$ cat src/hdl/pfpm_pkg.sv
// shared types, codes and constants for the page frame pool manager
package pfpm_pkg;

   localparam int NumFramesDef = 16;
   localparam int PageBitsDef  = 24;
   localparam int PinBitsDef   = 8;
   localparam int AgeBits      = 48;

   localparam logic [2:0] CMD_PIN      = 3'd0;
   localparam logic [2:0] CMD_UNPIN    = 3'd1;
   localparam logic [2:0] CMD_DIRTY    = 3'd2;
   localparam logic [2:0] CMD_FORCE    = 3'd3;
   localparam logic [2:0] CMD_FLUSH    = 3'd4;
   localparam logic [2:0] CMD_SHUTDOWN = 3'd5;

   localparam logic [2:0] ACT_DONE  = 3'd0;
   localparam logic [2:0] ACT_HIT   = 3'd1;
   localparam logic [2:0] ACT_READ  = 3'd2;
   localparam logic [2:0] ACT_WRITE = 3'd3;
   localparam logic [2:0] ACT_FULL  = 3'd4;

   localparam logic REG_POLICY = 1'b0;
   localparam logic REG_FRAMES = 1'b1;

   typedef struct packed {
      logic [2:0]             cmd;
      logic [PageBitsDef-1:0] page_number;
   } req_word_type;

   typedef struct packed {
      logic [2:0]             action;
      logic [3:0]             frame_index;
      logic [PageBitsDef-1:0] page_out;
      logic                   last;
      logic [31:0]            reads_done;
      logic [31:0]            writes_done;
   } rsp_word_type;

endpackage

$ cat src/hdl/pfpm_queue.sv
// two-entry command queue between the front end and the frame engine
module pfpm_queue
   import pfpm_pkg::*;
(
   input  logic         clock,
   input  logic         reset,
   input  logic         in_valid,
   output logic         in_stall,
   input  req_word_type in_word,
   output logic         out_valid,
   input  logic         out_take,
   output req_word_type out_word
);
   req_word_type mem_ff [2];
   logic [0:0] wr_ff, rd_ff;
   logic [1:0] cnt_ff;
   logic push, pop;

   assign in_stall  = (cnt_ff == 2'd2);
   assign push      = in_valid && !in_stall;
   assign out_valid = (cnt_ff != 2'd0);
   assign pop       = out_valid && out_take;
   assign out_word  = mem_ff[rd_ff];

   always_ff @(posedge clock) begin
      if (push) mem_ff[wr_ff] <= in_word;
      if (reset) begin
         wr_ff  <= '0;
         rd_ff  <= '0;
         cnt_ff <= '0;
      end else begin
         if (push) wr_ff <= wr_ff + 1'b1;
         if (pop)  rd_ff <= rd_ff + 1'b1;
         cnt_ff <= cnt_ff + {1'b0, push} - {1'b0, pop};
      end
   end
endmodule

$ cat config.mk
export PLATFORM = sky130hd
export DESIGN_NAME = pfpm_queue
export DESIGN_NICKNAME = d
export VERILOG_FILES = /design/src/hdl/pfpm_pkg.sv /design/src/hdl/pfpm_queue.sv
export SDC_FILE = /design/constraint.sdc
export NUM_CORES = 1
export LEC_CHECK = 0
export ABC_AREA = 1
export BUFFER_PORTS_ARGS = -buffer_cell sky130_fd_sc_hd__buf_2
export CELL_PAD_IN_SITES_DETAIL_PLACEMENT = 2
export CELL_PAD_IN_SITES_GLOBAL_PLACEMENT = 2
export CORE_MARGIN = 2
export CORE_UTILIZATION = 37
export CTS_CLUSTER_DIAMETER = 60
export DETAILED_ROUTE_END_ITERATION = 10
export HOLD_SLACK_MARGIN = 0.12
export PLACE_DENSITY_LB_ADDON = 0.1
export RECOVER_POWER = 100
export REMOVE_ABC_BUFFERS = 1
export SKIP_CTS_REPAIR_TIMING = 1
export SLEW_MARGIN = 20
export SYNTH_ARGS = -nofsm -noshare
export SYNTH_HDL_FRONTEND = slang
export SYNTH_SLANG_ARGS = --single-unit
$ cat constraint.sdc
create_clock -name clock -period 3.1 [get_ports clock]
set_clock_uncertainty 0.1 [all_clocks]
set_input_delay 0.62 -clock clock [delete_from_list [all_inputs] [get_ports clock]]
set_output_delay 0.62 -clock clock [all_outputs]
set_load 0.05 [all_outputs]
==> run metrics, run 1 <==
antenna-violating nets left=0; Max-slew headroom=-5.18%; Hold Path End=cnt_ff[0]; DR vias=1238; Non-Filler Instances=274; Hold Crit Start=reset; Hold Crit Class=in -> reg; Core Area=5960 sq um; Syn-to-layout area delta=21.8%; top layer in use=met4; Worst Path Required=2.38 ns; first-pass GRT wire length=7360 um; post-layout minimum cycle time=2.75 ns; Worst Hold Depth=2; first-pass iteration count of the detailed router=4; Starting Density=38.7%; CTS buffer count=9; metal2 WL=2520 um; Overflow after GRT=0; Mapped Cells=123; share of cells above drive strength 1=33.7%; Critical Path End Type=primary output; Sum Neg Setup Slack=0 ns; initial antenna violation count=0; I/O Pins=60; final hold vios=0; Net count, final=227; Clock Sinks=59; fmax=364 MHz; Worst Reg2Reg Path Length in Cells=5; die span in x=82.9 um; Reg-to-Reg Start=cnt_ff[0]; largest net degree at the start of global routing=28; Yosys cell types=12; max-slew violation count=28; CTS tree=done; kind of critical path=reg -> out; Power Density=967 nW/um^2; die area=6870 sq um; synthesized area=2300 sq um; Final Cell Area=2810 sq um; R2R Path End=mem_ff[0][4]; Max-Cap Viols=1; Worst-path clk slew=0.07 ns; Metal-1 WL=1800 um; number of global-route vias before repair=1454; Setup WS post-layout=0.350 ns; drt drc=0; run status=finished, violations left; Skew-Pair Late Insertion Delay=0.33 ns; drt total wl=4660 um; Worst Path Max Fanout=14; crit share post-route=88.7%; IO buf count=59; area post-placement=2680 sq um; static leakage=1.06 nW; Initial DRC Count=28; met3 WL=245 um; clk buf depth=2; violations in the final reports=capacitance limit, slew limit; Die Ht=82.9 um; flops & latches, synth=59; number of setup violations in the final report=0; DR vias/cell=4.52; # fillers=613; final RePlAce weighted congestion=0.726; RSZ-0062 raised after global routing=no; startpoint types=flip-flop; CP Data Arrival Time=2.03 ns; Worst Max-Slew Pin Slew=1.58 ns; Overall Global Routing Usage=14.4%; Synth Warn #=0; Routed wire per std cell=17.0 um; DP Worst Slack=0.873 ns; clk root buf=clkbuf_8; CTS H-tree lvls=3; Seq/Total Area, Yosys=74.7%; placed insts=258; std cell rows=28; diodes inserted=0; Tot Pwr=2.71 mW; HPWL reported at the end of detailed placement=3390 um; r2r setup slk=0.70 ns; syn avg cell area=18.7 sq um; maximum VDD drop=462 uV
==> cell usage after synthesis (all sizes together) <==
library cell | n | area [sq um]
a21oi | 2 | 10.0
buf | 3 | 51.3
dfxtp | 5 | 100
edfxtp | 54 | 1620
ha | 2 | 25.0
inv | 10 | 37.5
mux2 | 27 | 379
nand2 | 8 | 30.0
nand3 | 3 | 15.0
nor2 | 9 | 33.8
==> metrics by stage <==
stage                     hold slack (ns)  util (%)
after floorplan                     0.367         -
after global placement              0.396      44.9
after detailed placement            0.418      44.9
after CTS                           0.342      48.2
after global routing                0.346      47.1
final                               0.356      47.1
==> registers in the layout (all words and copies together) (netlist names), named ones only <==
register / flops
mem_ff: 54
cnt_ff: 2
rd_ff: 1
wr_ff: 1
==> where the power goes <==
part           internal [mW]  switching, mW  leakage (nW)
registers               1.02         0.0717         0.546
logic                  0.266          0.675         0.417
clock network          0.368          0.314        0.0950
==> worst max-delay path by stage <==
stage,start,depth (start not counted),end,slack (ns)
CTS,flip-flop,3,out_word[22],0.50
global placement,flip-flop,3,out_word[22],0.93
finish,flip-flop,3,out_word[13],0.35
global route,flip-flop,3,out_word[13],0.22
detailed placement,flip-flop,3,out_word[16],0.87
floorplan,flip-flop,1,out_word[14],0.72
==> cell usage in the layout, fill, tap and decap left out <==
cell	count
buf_2	19
mux2_2	7
clkinv_2	3
nand2_1	8
ha_1	2
edfxtp_1	54
clkinv_4	1
dfxtp_1	4
clkbuf_2	3
dfxtp_2	1
nor2_2	1
mux2_4	20
clkinvlp_4	2
clkbuf_8	9
bufinv_16	1
clkbuf_1	41
inv_1	10
a21oi_1	2
nand3_1	3
nor2_1	8
==> critical path: stages (launching register included) <==
cell and delay, ns:
dfxtp_2 0.62, clkbuf_2 0.39, mux2_4 0.22, clkbuf_1 0.47
==> cell type report <==
type	count	area, sq um	area share [%]
timing repair buffer	63	264	9.41
clock buffer	9	124	4.41
tap	75	93.8	3.34
clock inverter	7	68.8	2.45
multi-input combinational	51	495	17.7
sequential	59	1720	61.4
inverter	10	37.5	1.34
==> metal layers <==
| layer | up-vias | track usage [%] |
|---|---|---|
| met5 | - | 0 |
| met4 | 0 | 8.05 |
| met3 | 9 | 4.47 |
| met2 | 39 | 25.5 |
| met1 | 595 | 15.1 |
| li1 | 595 | - |
==> kinds of logic (layout without fill, tap and decap cells) <==
| group | after synthesis | after routing | synth area share [%] |
|---|---|---|---|
| AOI/OAI and AO/OA | 2 | 2 | 0.435 |
| muxes | 27 | 27 | 16.5 |
| buffers and inverters | 13 | 89 | 3.86 |
| and+or+nand+nor | 20 | 20 | 3.42 |
| adders and majority gates | 2 | 2 | 1.09 |
| DFF | 59 | 59 | 74.7 |
(Power assumes the default switching activity.)
==> inputs of run 2 (changes only) <==
--- a/config.mk
+++ b/config.mk
@@ -7,14 +7,12 @@
 export LEC_CHECK = 0
 export ABC_AREA = 1
 export BUFFER_PORTS_ARGS = -buffer_cell sky130_fd_sc_hd__buf_2
-export CELL_PAD_IN_SITES_DETAIL_PLACEMENT = 2
-export CELL_PAD_IN_SITES_GLOBAL_PLACEMENT = 2
-export CORE_MARGIN = 2
-export CORE_UTILIZATION = 37
+export CORE_MARGIN = 4
+export CORE_UTILIZATION = 52
 export CTS_CLUSTER_DIAMETER = 60
 export DETAILED_ROUTE_END_ITERATION = 10
 export HOLD_SLACK_MARGIN = 0.12
-export PLACE_DENSITY_LB_ADDON = 0.1
+export PLACE_DENSITY = 0.79
 export RECOVER_POWER = 100
 export REMOVE_ABC_BUFFERS = 1
 export SKIP_CTS_REPAIR_TIMING = 1
==> run 2 against run 1 <==
Against the previous run:
- final cell count down 9.5%
- critical path depth unchanged
- largest cell class unchanged
- sequential cell count unchanged
- setup slack better by 0.21 ns
- worst hold slack better by 0.011 ns
- clock-buffer cell count up 3
- die area down 19%
- highest routed layer unchanged
- combinational power up 1%
- critical path type unchanged
- core utilization up 19 points
- the flow now finishes without violations
- register-to-register slack better by 0.04 ns
- total power down 5.0%
==> run metrics, run 2 (synthesized netlist as in run 1, its figures left out) <==
Tot Pwr=2.58 mW; area post-placement=2650 sq um; Starting Density=55.6%; Final Cell Area=2740 sq um; Worst Path Max Fanout=15; post-layout minimum cycle time=2.54 ns; Top reg by flops=mem_ff; # fillers=318; CP Data Arrival Time=1.82 ns; initial antenna violation count=0; Worst Path Required=2.38 ns; diodes inserted=0; Worst Max-Slew Pin Slew=1.01 ns; run status=finished, final reports clean; Hold Crit Class=in -> reg; startpoint types=flip-flop; share of power burned in registers=42.0%; Sum Neg Setup Slack=0 ns; Skew-Pair Late Insertion Delay=0.32 ns; Max-Cap Viols=0; Syn-to-layout area delta=18.8%; maximum VDD drop=490 uV; r2r setup slk=0.74 ns; switching pwr=1.01 mW; share of cells above drive strength 1=28.3%; CTS buffer count=9; Clock power frac=21.1%; max-slew violation count=0; HPWL reported at the end of detailed placement=2930 um; I/O Pins=60; Overall Global Routing Usage=16.7%; Critical Path End Type=primary output; Worst-path clk slew=0.06 ns; DR vias=1227; std cell rows=23; Power Density=941 nW/um^2; largest net degree at the start of global routing=16; Worst Hold Depth=2; Hold Path End=cnt_ff[0]; area of the multi-input gates=493 sq um; CTS tree=done; antenna-violating nets left=0; CTS H-tree lvls=3; Net count, final=226; Worst Reg2Reg Path Length in Cells=5; Overflow after GRT=0; final hold vios=0; die area=5560 sq um; most common library cell in the layout ignoring fill and taps=edfxtp_1; drt total wl=4040 um; number of global-route vias before repair=1385; drt drc=0; Routed wire per std cell=16.3 um; crit share post-route=81.9%; clk buf depth=2; DR vias/cell=4.95; IO buf count=59; number of flip-flops in the largest register=54; R2R Path End=mem_ff[0][2]; switching share of power=39.1%; most frequent cells in the layout=54 x edfxtp_1, 48 x clkbuf_1, 20 x mux2_4; Gate power share=36.9%; Initial DRC Count=81; fmax=394 MHz; Core Area=4140 sq um; final core utilization=66.1%; Int Pwr=1.57 mW; number of setup violations in the final report=0; Sequential Area=1720 sq um; kind of critical path=reg -> out; Max-slew headroom=32.3%; first-pass iteration count of the detailed router=4; static leakage=1.03 nW; die span in x=74.6 um; Hold Crit Start=reset; Reg-to-Reg Start=cnt_ff[0]; Die Ht=74.6 um; first-pass GRT wire length=6480 um; biggest regs=mem_ff (54), cnt_ff (2); RSZ-0062 raised after global routing=no; clk root buf=clkbuf_8; final RePlAce weighted congestion=0.781; Clock Sinks=59
run 2: metal layers:
metal,wire length (um),up-vias,global-route usage [%]
met4,72,0,6.72
met5,0,-,0
met1,1610,581,18.3
li1,-,590,-
met2,2040,47,27.5
met3,322,9,8.51
run 2: cell type report:
cell class | instances | area share [%]
Clock buffer | 12 | 4.94
Inverter | 10 | 1.37
Clock inverter | 4 | 0.640
Timing Repair Buffer | 62 | 9.83
Sequential cell | 59 | 62.9
Multi-Input combinational cell | 51 | 18.0
Tap cell | 50 | 2.29
run 2: worst max path at each step:
| stage | from | to | slack [ns] | cells after the start |
|---|---|---|---|---|
| finish | flip-flop | out_word[21] | 0.56 | 3 |
| global route | flip-flop | out_word[14] | 0.46 | 3 |
| CTS | flip-flop | out_word[22] | 0.61 | 3 |
| detailed placement | flip-flop | out_word[21] | 0.98 | 3 |
| global placement | in_valid | mem_ff[0][2] | 1.01 | 4 |
| floorplan | flip-flop | out_word[14] | 0.72 | 1 |
run 2: power groups by stage:
stage / Combinational [mW] / Clock, mW / Sequential (mW)
CTS: 0.998 / 0.558 / 1.08
finish: 0.952 / 0.543 / 1.08
global route: 1.01 / 0.610 / 1.10
detailed placement: 0.993 / 0 / 1.10
floorplan: 0.763 / 0 / 1.10
global placement: 0.968 / 0 / 1.09
run 2: stage by stage:
step	std cells	hold slack, ns	setup slack (ns)
finish	248	0.367	0.562
global route	248	0.352	0.459
CTS	248	0.348	0.613
detailed placement	232	0.397	0.982
global placement	232	0.387	1.01
floorplan	120	0.367	0.719
run 2: critical path: stages (launching register included):
cell,delay (ns)
dfxtp_2,0.61
buf_12,0.23
mux2_2,0.35
clkbuf_1,0.30
